**config.mk**
```make
export PLATFORM = sky130hd
export DESIGN_NAME = joystick_event_to_key_mapper
export DESIGN_NICKNAME = d
export VERILOG_FILES = /design/src/hw/rtl/jem_pkg.sv /design/src/hw/rtl/joystick_event_to_key_mapper.sv /design/src/hw/rtl/jem_fifo.sv /design/src/hw/rtl/jem_front.sv /design/src/hw/rtl/jem_back.sv
export SDC_FILE = /design/constraint.sdc
export NUM_CORES = 1
export LEC_CHECK = 0
export BUFFER_PORTS_ARGS = -buffer_cell sky130_fd_sc_hd__buf_4
export CORE_MARGIN = 2
export CORE_UTILIZATION = 50
export DETAILED_ROUTE_END_ITERATION = 12
export PLACE_DENSITY_LB_ADDON = 0.2
export SETUP_SLACK_MARGIN = 0.1
export SYNTH_ARGS = -nofsm -noshare
export SYNTH_HDL_FRONTEND = slang
export SYNTH_SLANG_ARGS = --single-unit
```
**constraint.sdc**
```tcl
create_clock -name clk -period 10.7 [get_ports clk]
set_input_delay 2.14 -clock clk [delete_from_list [all_inputs] [get_ports clk]]
set_output_delay 2.14 -clock clk [all_outputs]
set_load 0.02 [all_outputs]
```
**src/hw/rtl/jem_pkg.sv**
```systemverilog
// Shared types and constants for the joystick event to key mapper.
`timescale 1ns / 1ps

package jem_pkg;

  // Default sizes of the button bitmap and the axis table
  localparam int NUM_BUTTONS_DEF = 32;
  localparam int NUM_AXES_DEF    = 32;

  // Results of one release burst beyond this count are dropped
  localparam int MAX_RESULTS = 64;

  // Key code bases
  localparam logic [9:0] CODE_BTN = 10'h100;
  localparam logic [9:0] CODE_NEG = 10'h200;
  localparam logic [9:0] CODE_POS = 10'h300;

  localparam logic [14:0] DEAD_ZONE_RST = 15'd8192;

  // Request types
  localparam logic [1:0] REQ_RAW  = 2'd0;
  localparam logic [1:0] REQ_DISC = 2'd1;
  localparam logic [1:0] REQ_CONN = 2'd2;

  // Raw event types, init flag removed
  localparam logic [6:0] EV_BUTTON = 7'h01;
  localparam logic [6:0] EV_AXIS   = 7'h02;

  // Configuration register indexes
  localparam logic REG_DEAD_ZONE   = 1'b0;
  localparam logic REG_REPORT_INIT = 1'b1;

  typedef struct packed {
    logic [9:0] code;
    logic       down;
  } key_t;

  localparam int KEY_W = $bits(key_t);

  // Work handed from the front to the back
  typedef enum logic [1:0] {
    JOB_KEY1  = 2'd0,
    JOB_KEY2  = 2'd1,
    JOB_SWEEP = 2'd2
  } job_kind_t;

endpackage

```
**src/hw/rtl/joystick_event_to_key_mapper.sv**
```systemverilog
// Top level of the joystick event to key mapper.
`timescale 1ns / 1ps
//
// Channel  | Dir | Handshake           | Payload
// ---------+-----+---------------------+-----------------------------------------
// in_      | in  | in_tvalid/in_tready | tuser: req_type; tdata: kind,index,level
// out_     | out | out_tvalid/tready   | tdata: key_code,key_down; tlast: last
// cfg_     | in  | cfg_we              | cfg_addr: register, cfg_wdata: value
//
// A button or axis item leaves the job queue when the back is idle; its keys
// then go into the output register in turn, waiting while it is stalled. A
// disconnect walks the buttons, then the axes, one per cycle but pausing on a
// held key while the output is stalled. in_tready drops while the two-entry
// job queue is full. Synchronous reset empties the queue, clears held buttons,
// active axes and output valid, and sets dead_zone 8192, init off.

module joystick_event_to_key_mapper #(
  parameter int NUM_BUTTONS = jem_pkg::NUM_BUTTONS_DEF,
  parameter int NUM_AXES    = jem_pkg::NUM_AXES_DEF
) (
  input  logic        clk,
  input  logic        rst_n,
  // config: index 0 dead_zone, index 1 report_init_events
  input  logic        cfg_we,
  input  logic        cfg_addr,
  input  logic [14:0] cfg_wdata,
  // events
  input  logic        in_tvalid,
  output logic        in_tready,
  input  logic [31:0] in_tdata,   // [7:0] event_kind, [15:8] event_index,
                                  // [31:16] event_level (signed)
  input  logic [1:0]  in_tuser,   // [1:0] req_type
  // keys
  output logic        out_tvalid,
  input  logic        out_tready,
  output logic [15:0] out_tdata,  // [9:0] key_code, [10] key_down, rest zero
  output logic        out_tlast   // last key caused by an item
);

  localparam int JW = 2 + 2 * jem_pkg::KEY_W + NUM_BUTTONS + 2 * NUM_AXES;

  logic                   acc;
  logic                   q_full;
  logic                   q_push;
  jem_pkg::job_kind_t     f_kind;
  jem_pkg::key_t          f_k0, f_k1;
  logic [NUM_BUTTONS-1:0] f_btn;
  logic [NUM_AXES-1:0]    f_act, f_neg;
  logic [JW-1:0]          f_job;

  logic                   q_pop, q_valid;
  logic [JW-1:0]          b_job;
  jem_pkg::job_kind_t     b_kind;
  jem_pkg::key_t          b_k0, b_k1;
  logic [NUM_BUTTONS-1:0] b_btn;
  logic [NUM_AXES-1:0]    b_act, b_neg;

  jem_pkg::key_t          o_key;

  assign in_tready = !q_full;
  assign acc       = in_tvalid && in_tready;

  jem_front #(
    .NUM_BUTTONS (NUM_BUTTONS),
    .NUM_AXES    (NUM_AXES)
  ) u_front (
    .clk         (clk),
    .rst_n       (rst_n),
    .cfg_we      (cfg_we),
    .cfg_addr    (cfg_addr),
    .cfg_wdata   (cfg_wdata),
    .acc         (acc),
    .req_type    (in_tuser),
    .event_kind  (in_tdata[7:0]),
    .event_index (in_tdata[15:8]),
    .event_level (in_tdata[31:16]),
    .q_push      (q_push),
    .q_kind      (f_kind),
    .q_k0        (f_k0),
    .q_k1        (f_k1),
    .q_btn       (f_btn),
    .q_act       (f_act),
    .q_neg       (f_neg)
  );

  assign f_job = {f_kind, f_k0, f_k1, f_btn, f_act, f_neg};

  jem_fifo #(
    .WIDTH (JW)
  ) u_fifo (
    .clk        (clk),
    .rst_n      (rst_n),
    .push       (q_push),
    .push_data  (f_job),
    .full       (q_full),
    .pop        (q_pop),
    .head_valid (q_valid),
    .head_data  (b_job)
  );

  assign {b_kind, b_k0, b_k1, b_btn, b_act, b_neg} = b_job;

  jem_back #(
    .NUM_BUTTONS (NUM_BUTTONS),
    .NUM_AXES    (NUM_AXES)
  ) u_back (
    .clk       (clk),
    .rst_n     (rst_n),
    .q_valid   (q_valid),
    .q_pop     (q_pop),
    .q_kind    (b_kind),
    .q_k0      (b_k0),
    .q_k1      (b_k1),
    .q_btn     (b_btn),
    .q_act     (b_act),
    .q_neg     (b_neg),
    .out_valid (out_tvalid),
    .out_ready (out_tready),
    .out_key   (o_key),
    .out_last  (out_tlast)
  );

  assign out_tdata = {5'b00000, o_key.down, o_key.code};

endmodule

```
**src/hw/rtl/jem_fifo.sv**
```systemverilog
// Two-entry job queue between the front and the back.
`timescale 1ns / 1ps

module jem_fifo #(
  parameter int WIDTH = 8
) (
  input  logic             clk,
  input  logic             rst_n,
  input  logic             push,
  input  logic [WIDTH-1:0] push_data,
  output logic             full,
  input  logic             pop,
  output logic             head_valid,
  output logic [WIDTH-1:0] head_data
);

  logic [WIDTH-1:0] mem_r [2];
  logic             wptr_r, wptr_nxt;
  logic             rptr_r, rptr_nxt;
  logic [1:0]       cnt_r, cnt_nxt;

  always_comb begin
    wptr_nxt = wptr_r ^ push;
    rptr_nxt = rptr_r ^ pop;
    cnt_nxt  = cnt_r + {1'b0, push} - {1'b0, pop};
  end

  always_ff @(posedge clk) begin
    if (!rst_n) begin
      wptr_r <= 1'b0;
      rptr_r <= 1'b0;
      cnt_r  <= 2'd0;
    end else begin
      wptr_r <= wptr_nxt;
      rptr_r <= rptr_nxt;
      cnt_r  <= cnt_nxt;
    end
  end

  always_ff @(posedge clk) begin
    if (push) begin
      mem_r[wptr_r] <= push_data;
    end
  end

  assign full       = (cnt_r == 2'd2);
  assign head_valid = (cnt_r != 2'd0);
  assign head_data  = mem_r[rptr_r];

endmodule

```
**src/hw/rtl/jem_front.sv**
```systemverilog
// Front end: accepts events, keeps button and axis state, issues jobs.
`timescale 1ns / 1ps

module jem_front #(
  parameter int NUM_BUTTONS = jem_pkg::NUM_BUTTONS_DEF,
  parameter int NUM_AXES    = jem_pkg::NUM_AXES_DEF
) (
  input  logic                  clk,
  input  logic                  rst_n,
  // config
  input  logic                  cfg_we,
  input  logic                  cfg_addr,
  input  logic [14:0]           cfg_wdata,
  // event
  input  logic                  acc,
  input  logic [1:0]            req_type,
  input  logic [7:0]            event_kind,
  input  logic [7:0]            event_index,
  input  logic [15:0]           event_level,
  // job out
  output logic                  q_push,
  output jem_pkg::job_kind_t    q_kind,
  output jem_pkg::key_t         q_k0,
  output jem_pkg::key_t         q_k1,
  output logic [NUM_BUTTONS-1:0] q_btn,
  output logic [NUM_AXES-1:0]   q_act,
  output logic [NUM_AXES-1:0]   q_neg
);

  localparam int BW = (NUM_BUTTONS > 1) ? $clog2(NUM_BUTTONS) : 1;
  localparam int AW = (NUM_AXES > 1) ? $clog2(NUM_AXES) : 1;

  logic [14:0]            dead_zone_r;
  logic                   report_init_r;
  logic [NUM_BUTTONS-1:0] held_r, held_nxt;
  logic [NUM_AXES-1:0]    act_r, act_nxt;   // axis off center
  logic [NUM_AXES-1:0]    neg_r, neg_nxt;   // direction when active

  logic                   report;
  logic [6:0]             ev_type;
  logic [14:0]            dz;
  logic signed [16:0]     lvl;
  logic signed [16:0]     dz_s;
  logic                   new_neg, new_pos;
  logic                   old_act, old_neg;
  logic [BW-1:0]          bidx;
  logic [AW-1:0]          aidx;
  logic [9:0]             idx10;

  assign report  = report_init_r | ~event_kind[7];
  assign ev_type = event_kind[6:0];
  assign dz      = (dead_zone_r == 15'd0) ? 15'd1 : dead_zone_r;
  assign lvl     = {event_level[15], event_level};
  assign dz_s    = {2'b00, dz};
  assign new_neg = (lvl <= -dz_s);
  assign new_pos = !new_neg && (lvl >= dz_s);
  assign bidx    = event_index[BW-1:0];
  assign aidx    = event_index[AW-1:0];
  assign old_act = act_r[aidx];
  assign old_neg = neg_r[aidx];
  assign idx10   = {2'b00, event_index};

  always_comb begin
    held_nxt = held_r;
    act_nxt  = act_r;
    neg_nxt  = neg_r;
    q_push   = 1'b0;
    q_kind   = jem_pkg::JOB_KEY1;
    q_k0     = '0;
    q_k1     = '0;
    q_btn    = held_r;
    q_act    = act_r;
    q_neg    = neg_r;
    if (acc) begin
      unique case (req_type)
        jem_pkg::REQ_RAW: begin
          if (ev_type == jem_pkg::EV_BUTTON &&
              event_index < 8'(NUM_BUTTONS)) begin
            held_nxt[bidx] = (event_level != 16'd0);
            q_push         = report;
            q_k0.code      = jem_pkg::CODE_BTN | idx10;
            q_k0.down      = (event_level != 16'd0);
          end else if (ev_type == jem_pkg::EV_AXIS &&
                       event_index < 8'(NUM_AXES)) begin
            act_nxt[aidx] = new_neg | new_pos;
            neg_nxt[aidx] = new_neg;
            if ((old_act != (new_neg | new_pos)) ||
                (old_act && old_neg != new_neg)) begin
              q_push = report;
              if (old_act) begin
                // release of the old direction first
                q_k0.code = (old_neg ? jem_pkg::CODE_NEG : jem_pkg::CODE_POS) | idx10;
                q_k0.down = 1'b0;
                q_k1.code = (new_neg ? jem_pkg::CODE_NEG : jem_pkg::CODE_POS) | idx10;
                q_k1.down = 1'b1;
                q_kind    = (new_neg | new_pos) ? jem_pkg::JOB_KEY2 : jem_pkg::JOB_KEY1;
              end else begin
                q_k0.code = (new_neg ? jem_pkg::CODE_NEG : jem_pkg::CODE_POS) | idx10;
                q_k0.down = 1'b1;
              end
            end
          end
        end
        jem_pkg::REQ_DISC: begin
          held_nxt = '0;
          act_nxt  = '0;
          neg_nxt  = '0;
          q_kind   = jem_pkg::JOB_SWEEP;
          q_push   = (|held_r) | (|act_r);
        end
        jem_pkg::REQ_CONN: begin
          held_nxt = '0;
          act_nxt  = '0;
          neg_nxt  = '0;
        end
        default: ;
      endcase
    end
  end

  always_ff @(posedge clk) begin
    if (!rst_n) begin
      dead_zone_r   <= jem_pkg::DEAD_ZONE_RST;
      report_init_r <= 1'b0;
      held_r        <= '0;
      act_r         <= '0;
      neg_r         <= '0;
    end else begin
      held_r <= held_nxt;
      act_r  <= act_nxt;
      neg_r  <= neg_nxt;
      if (cfg_we) begin
        unique case (cfg_addr)
          jem_pkg::REG_DEAD_ZONE:   dead_zone_r   <= cfg_wdata;
          jem_pkg::REG_REPORT_INIT: report_init_r <= cfg_wdata[0];
          default: ;
        endcase
      end
    end
  end

endmodule

```
**src/hw/rtl/jem_back.sv**
```systemverilog
// Back end: plays out jobs as key results through an output register.
`timescale 1ns / 1ps

module jem_back #(
  parameter int NUM_BUTTONS = jem_pkg::NUM_BUTTONS_DEF,
  parameter int NUM_AXES    = jem_pkg::NUM_AXES_DEF
) (
  input  logic                   clk,
  input  logic                   rst_n,
  input  logic                   q_valid,
  output logic                   q_pop,
  input  jem_pkg::job_kind_t     q_kind,
  input  jem_pkg::key_t          q_k0,
  input  jem_pkg::key_t          q_k1,
  input  logic [NUM_BUTTONS-1:0] q_btn,
  input  logic [NUM_AXES-1:0]    q_act,
  input  logic [NUM_AXES-1:0]    q_neg,
  output logic                   out_valid,
  input  logic                   out_ready,
  output jem_pkg::key_t          out_key,
  output logic                   out_last
);

  localparam int NMAX  = (NUM_BUTTONS > NUM_AXES) ? NUM_BUTTONS : NUM_AXES;
  localparam int IW    = $clog2(NMAX + 1);
  localparam int CW    = $clog2(jem_pkg::MAX_RESULTS);

  typedef enum logic [1:0] {
    BK_IDLE,
    BK_KEYS,
    BK_BTN,
    BK_AXIS
  } bk_state_t;

  bk_state_t              st_r;
  jem_pkg::key_t          k0_r, k1_r;
  logic                   two_r;
  logic [NUM_BUTTONS-1:0] btn_r;
  logic [NUM_AXES-1:0]    act_r, neg_r;
  logic [IW-1:0]          idx_r;
  logic [CW-1:0]          cnt_r;
  logic                   ovld_r;
  jem_pkg::key_t          okey_r;
  logic                   olast_r;

  logic                   out_free;
  logic                   emit;
  logic                   btn_rest, axis_rest;
  logic                   cap_hit;
  logic [9:0]             idx10;
  logic [NUM_BUTTONS-1:0] btn_sh;
  logic [NUM_AXES-1:0]    act_sh, neg_sh;

  assign out_free  = !ovld_r || out_ready;
  // a key is loaded into the output register this cycle
  assign emit      = out_free && ((st_r == BK_KEYS) ||
                                  (st_r == BK_BTN && btn_r[0]) ||
                                  (st_r == BK_AXIS && act_r[0]));
  assign btn_sh    = btn_r >> 1;
  assign act_sh    = act_r >> 1;
  assign neg_sh    = neg_r >> 1;
  assign btn_rest  = (|btn_sh) || (|act_r);
  assign axis_rest = |act_sh;
  assign cap_hit   = (cnt_r == CW'(jem_pkg::MAX_RESULTS - 1));
  assign idx10     = 10'(idx_r);
  assign q_pop     = (st_r == BK_IDLE) && q_valid;

  always_ff @(posedge clk) begin
    if (!rst_n) begin
      st_r   <= BK_IDLE;
      ovld_r <= 1'b0;
    end else begin
      if (emit) begin
        ovld_r <= 1'b1;
      end else if (out_ready) begin
        ovld_r <= 1'b0;
      end
      unique case (st_r)
        BK_IDLE: begin
          if (q_valid) begin
            k0_r  <= q_k0;
            k1_r  <= q_k1;
            two_r <= (q_kind == jem_pkg::JOB_KEY2);
            btn_r <= q_btn;
            act_r <= q_act;
            neg_r <= q_neg;
            idx_r <= '0;
            cnt_r <= '0;
            st_r  <= (q_kind == jem_pkg::JOB_SWEEP) ? BK_BTN : BK_KEYS;
          end
        end
        BK_KEYS: begin
          if (out_free) begin
            okey_r  <= k0_r;
            olast_r <= !two_r;
            k0_r    <= k1_r;
            two_r   <= 1'b0;
            if (!two_r) begin
              st_r <= BK_IDLE;
            end
          end
        end
        BK_BTN: begin
          if (!btn_r[0] || out_free) begin
            btn_r <= btn_sh;
            idx_r <= (idx_r == IW'(NUM_BUTTONS - 1)) ? '0 : idx_r + 1'b1;
            if (btn_r[0] && (!btn_rest || cap_hit)) begin
              st_r <= BK_IDLE;
            end else if (idx_r == IW'(NUM_BUTTONS - 1)) begin
              st_r <= BK_AXIS;
            end
            if (btn_r[0]) begin
              okey_r.code  <= jem_pkg::CODE_BTN | idx10;
              okey_r.down  <= 1'b0;
              olast_r      <= !btn_rest || cap_hit;
              cnt_r        <= cnt_r + 1'b1;
            end
          end
        end
        BK_AXIS: begin
          if (!act_r[0] || out_free) begin
            act_r <= act_sh;
            neg_r <= neg_sh;
            idx_r <= idx_r + 1'b1;
            if (act_r[0]) begin
              okey_r.code <= (neg_r[0] ? jem_pkg::CODE_NEG : jem_pkg::CODE_POS) | idx10;
              okey_r.down <= 1'b0;
              olast_r     <= !axis_rest || cap_hit;
              cnt_r       <= cnt_r + 1'b1;
              if (!axis_rest || cap_hit) begin
                st_r <= BK_IDLE;
              end
            end
          end
        end
        default: st_r <= BK_IDLE;
      endcase
    end
  end

  assign out_valid = ovld_r;
  assign out_key   = okey_r;
  assign out_last  = olast_r;

endmodule
```
==> impl_metrics.py <==
metrics = {
    "clocking": {
        "cts_setup_buffers": 0,
        "root_buffer": "clkbuf_16",
        "cts_tree": "done",
        "clk_latency_ns": 0.60,
        "clock-sinks": 500,
        "cts_resized": 0,
        "cts_made_buffers": 52,
        "cts-hold-fix-buffers": 0,
        "htreeDepth": 2,
        "clockBufferDepth": 3,
        "clk_pin_slew_ns": 0.06,
    },
    "worst_hold_path": {
        "hold-path-endpoint": "u_front.dead_zone_r[10]",
        "hold_path_class": "register to register",
        "hp-start": "u_front.dead_zone_r[10]",
        "hold_depth": 2,
    },
    "sta": {
        "setup_ws_ns": 2.70,
        "finalCriticalPeriod_ns": 8.00,
        "setup_viol": 0,
        "drv_slew": 0,
        "finalCritPeriodShare_pct": 74.7,
        "slew_headroom_pct": 20.8,
        "timing.hold.ws_ns": 0.468,
        "finalHoldViolations": 0,
        "rsz0062_at_grt": "false",
        "tightest_slew_ns": 1.19,
        "fmax_mhz": 125,
        "skew_ns": 0.0204,
        "fin_tns_setup_ns": 0,
    },
    "worst_setup_path": {
        "r2r_cells": 26,
        "cp-startpoint": "u_front.dead_zone_r[8]",
        "r2r_slack_ns": 2.70,
        "cp_data_arrival_time_ns": 8.25,
        "r2r_start": "u_front.dead_zone_r[8]",
        "slowest_stage": "ha_4",
        "cp_top_family": "simple AND/OR/NAND/NOR gates",
        "end_kind": "register",
        "worst-setup-path-type": "register to register",
        "rr_endpoint": "u_fifo.mem_r[0][94]",
        "required_ns": 10.96,
        "path_max_fanout": 61,
        "cp-start-kind": "register",
        "cpPeakStageDelay_ns": 0.83,
        "crit_buf_inv": 5,
    },
    "yosys": {
        "synthFlopType": "edfxtp_1",
        "async_flop_share_pct": 0,
        "postSynthCellCount": 1722,
        "synth_edf_count": 380,
        "synth_mux_area_share_pct": 7.48,
        "synth_top_area_share_pct": 53.2,
        "synth_top_family_by_area": "compound AO/OA/AOI/OAI gates",
        "synth_xor_area_share_pct": 0.933,
        "yosys-top-cells-area": "edfxtp_1 53%, dfxtp_1 11%, mux2i_1 6.1%",
        "synthesis.area_sq_mm": 0.0215,
        "yosys_warnings": 0,
        "ys_seq_area_share_pct": 64.4,
        "ys_types": 65,
        "yosys.area.top_type": "edfxtp_1",
        "avgSynthCellArea_sq_um": 12.5,
        "synth_seq_cells": 500,
        "synth_compound_area_share_pct": 11.8,
        "synthAdderAreaFrac_pct": 2.51,
        "synth-simple-area-share_pct": 10.2,
    },
    "drt": {
        "dr.first_iter.drc_count": 1203,
        "top_layer": "met4",
        "wire_per_inst_microns": 21.4,
        "drc": 0,
        "wl_met2_microns": 22700,
        "drt-met1-wl_microns": 23000,
        "vias_per_cell": 5.91,
        "wirelength_microns": 50200,
        "routed-wl-met3_microns": 2890,
        "dr_total_vias": 13900,
        "ant_nets": 0,
        "drt_pass1_iterations": 5,
    },
    "floorplan": {
        "rows": 75,
        "dieArea_sq_mm": 0.0446,
        "start_util_pct": 50.9,
        "die_x_microns": 211,
        "core-area_sq_mm": 0.0421,
        "fp.dieH_microns": 211,
        "num_io_pins": 74,
    },
    "power_and_ir_drop": {
        "peakVddDrop_v": 0.000108,
        "powerDensity_mw_per_mm2": 211,
        "p_leak_nw": 8.54,
    },
    "placed_design": {
        "dp_hpwl_microns": 33300,
        "place_congestion": 0.944,
        "postPlaceCellArea_sq_mm": 0.0225,
        "placed_cells": 2250,
        "dp_slack_ns": 2.76,
        "numPortBuffers": 68,
    },
    "finish": {
        "final_cells": 2347,
        "layout-drive-gt1-share_pct": 11.8,
        "final_nets": 1863,
        "n_fill_cell": 3402,
        "stdcell_area_sq_mm": 0.0244,
        "area_growth_pct": 13.6,
        "diodes": 0,
    },
    "flow_run": {
        "max_cap_violations": 0,
    },
    "grt": {
        "overflow": 0,
        "grt_pass1_vias": 13400,
        "grt_start_max_net_pins": 89,
        "grtUsageTotal_pct": 22.8,
        "grt_pass1_wl_microns": 77600,
        "antenna_found_initial": 0,
    },
    "status": {
        "outcome": "finished, final reports clean",
    },
}
## how the worst max path moves through the flow
stage                     slack (ns)  depth (start not counted)                  end
after global placement          2.85                         26  u_fifo.mem_r[0][37]
after floorplan                 1.99                         15   u_fifo.mem_r[0][0]
after detailed placement        2.76                         26  u_fifo.mem_r[0][37]
after global routing            2.16                         26  u_fifo.mem_r[0][47]
final                           2.70                         26  u_fifo.mem_r[0][94]
after CTS                       2.71                         26  u_fifo.mem_r[0][51]
## kinds of logic (layout without fill, tap and decap cells)
family                   after synthesis  count (layout)
buffers and inverters                149             218
other                                  1              18
AO/OA/AOI/OAI                        426             426
multiplexers                         153             153
XOR/XNOR                              22              22
AND/OR/NAND/NOR                      428             428
adder cells (fa/ha/maj)               43              43
flip-flops                           500             500
## sequential cells by signal (all words and copies together), names as in the netlist, 2 cells and up, named ones only
name                 cells
u_back.act_r            32
u_back.btn_r            32
u_back.cnt_r             6
u_back.idx_r             6
u_back.k0_r             11
u_back.k1_r             10
u_back.neg_r            32
u_back.out_key          11
u_back.st_r              2
u_fifo.cnt_r             2
u_fifo.mem_r           238
u_front.dead_zone_r     15
u_front.q_act           32
u_front.q_btn           32
u_front.q_neg           32
## metal layers
layer,vias to the layer above,global-route usage (%)
met1,6810,32.2
met2,430,35.2
met5,-,0
met4,0,8.60
met3,109,4.28
li1,6518,-
## synth_stat cells, types with 6 or more instances
| cell type | count |
|---|---|
| a21boi_0 | 17 |
| a21o_1 | 6 |
| xnor2_1 | 17 |
| nand4_1 | 15 |
| o41ai_1 | 32 |
| nor2_1 | 51 |
| a21oi_1 | 61 |
| nor4_1 | 41 |
| o21ai_0 | 238 |
| nor3_1 | 11 |
| mux2i_1 | 131 |
| nor2b_1 | 17 |
| nand2_1 | 155 |
| o211ai_1 | 35 |
| clkbuf_1 | 90 |
| buf_1 | 9 |
| mux2_2 | 18 |
| inv_1 | 39 |
| o22ai_1 | 10 |
| ha_1 | 43 |
| nor3b_1 | 10 |
| dfxtp_1 | 120 |
| and2_1 | 84 |
| edfxtp_1 | 380 |
| nand3_1 | 18 |
## layout make-up
| type | instances | area [sq um] | share of cell area [%] |
|---|---|---|---|
| clock buffer | 60 | 1340 | 5.50 |
| clock inverter | 37 | 578 | 2.37 |
| inverter | 39 | 146 | 0.601 |
| multi-input combinational | 1090 | 7180 | 29.5 |
| sequential | 500 | 13800 | 56.7 |
| tap | 539 | 674 | 2.77 |
| timing repair buffer | 82 | 641 | 2.63 |
## stage by stage
step	utilization (%)	power, mW
2_1_floorplan	-	2.95
3_3_place_gp	53.3	3.17
3_5_place_dp	53.3	3.19
4_1_cts	57.9	5.19
5_1_grt	57.9	5.36
6_report	57.9	5.15
## tightest hold or removal path: cells and delay by family, from the launching register on
| family | cells | cell delay, ns |
|---|---|---|
| compound gates | 1 | 0.06 |
| flops | 1 | 0.31 |
| simple gates | 1 | 0.05 |
## placed cells by master (no fill, tap or decap), types with 5 or more instances in the layout
cell,netlist,layout
dfxtp_1,120,119
ha_1,43,41
and2_1,84,83
clkbuf_1,90,7
inv_1,39,39
o21a_1,5,5
mux2_2,18,18
a21boi_0,17,17
clkbuf_16,0,52
bufinv_16,0,14
nor3b_1,10,10
nand2_1,155,155
o21ai_0,238,238
conb_1,1,18
edfxtp_1,380,380
xnor2_1,17,17
a21oi_1,61,60
buf_4,5,80
a21o_1,6,6
clkinv_2,0,10
mux2i_1,131,131
nand3_1,18,18
nor2_1,51,51
nand4_1,15,15
nor2b_1,17,15
o211ai_1,35,35
o41ai_1,32,32
nor4_1,41,41
o22ai_1,10,10
nor3_1,11,11
## power by group
group          internal (mW)  leakage [nW]  switching [mW]
clock                   1.24         0.930           0.762
combinational          0.268          2.78           0.514
sequential              2.29          4.83          0.0783
total                   3.80          8.54            1.35
Note: power is estimated with default switching activity, not from simulation.
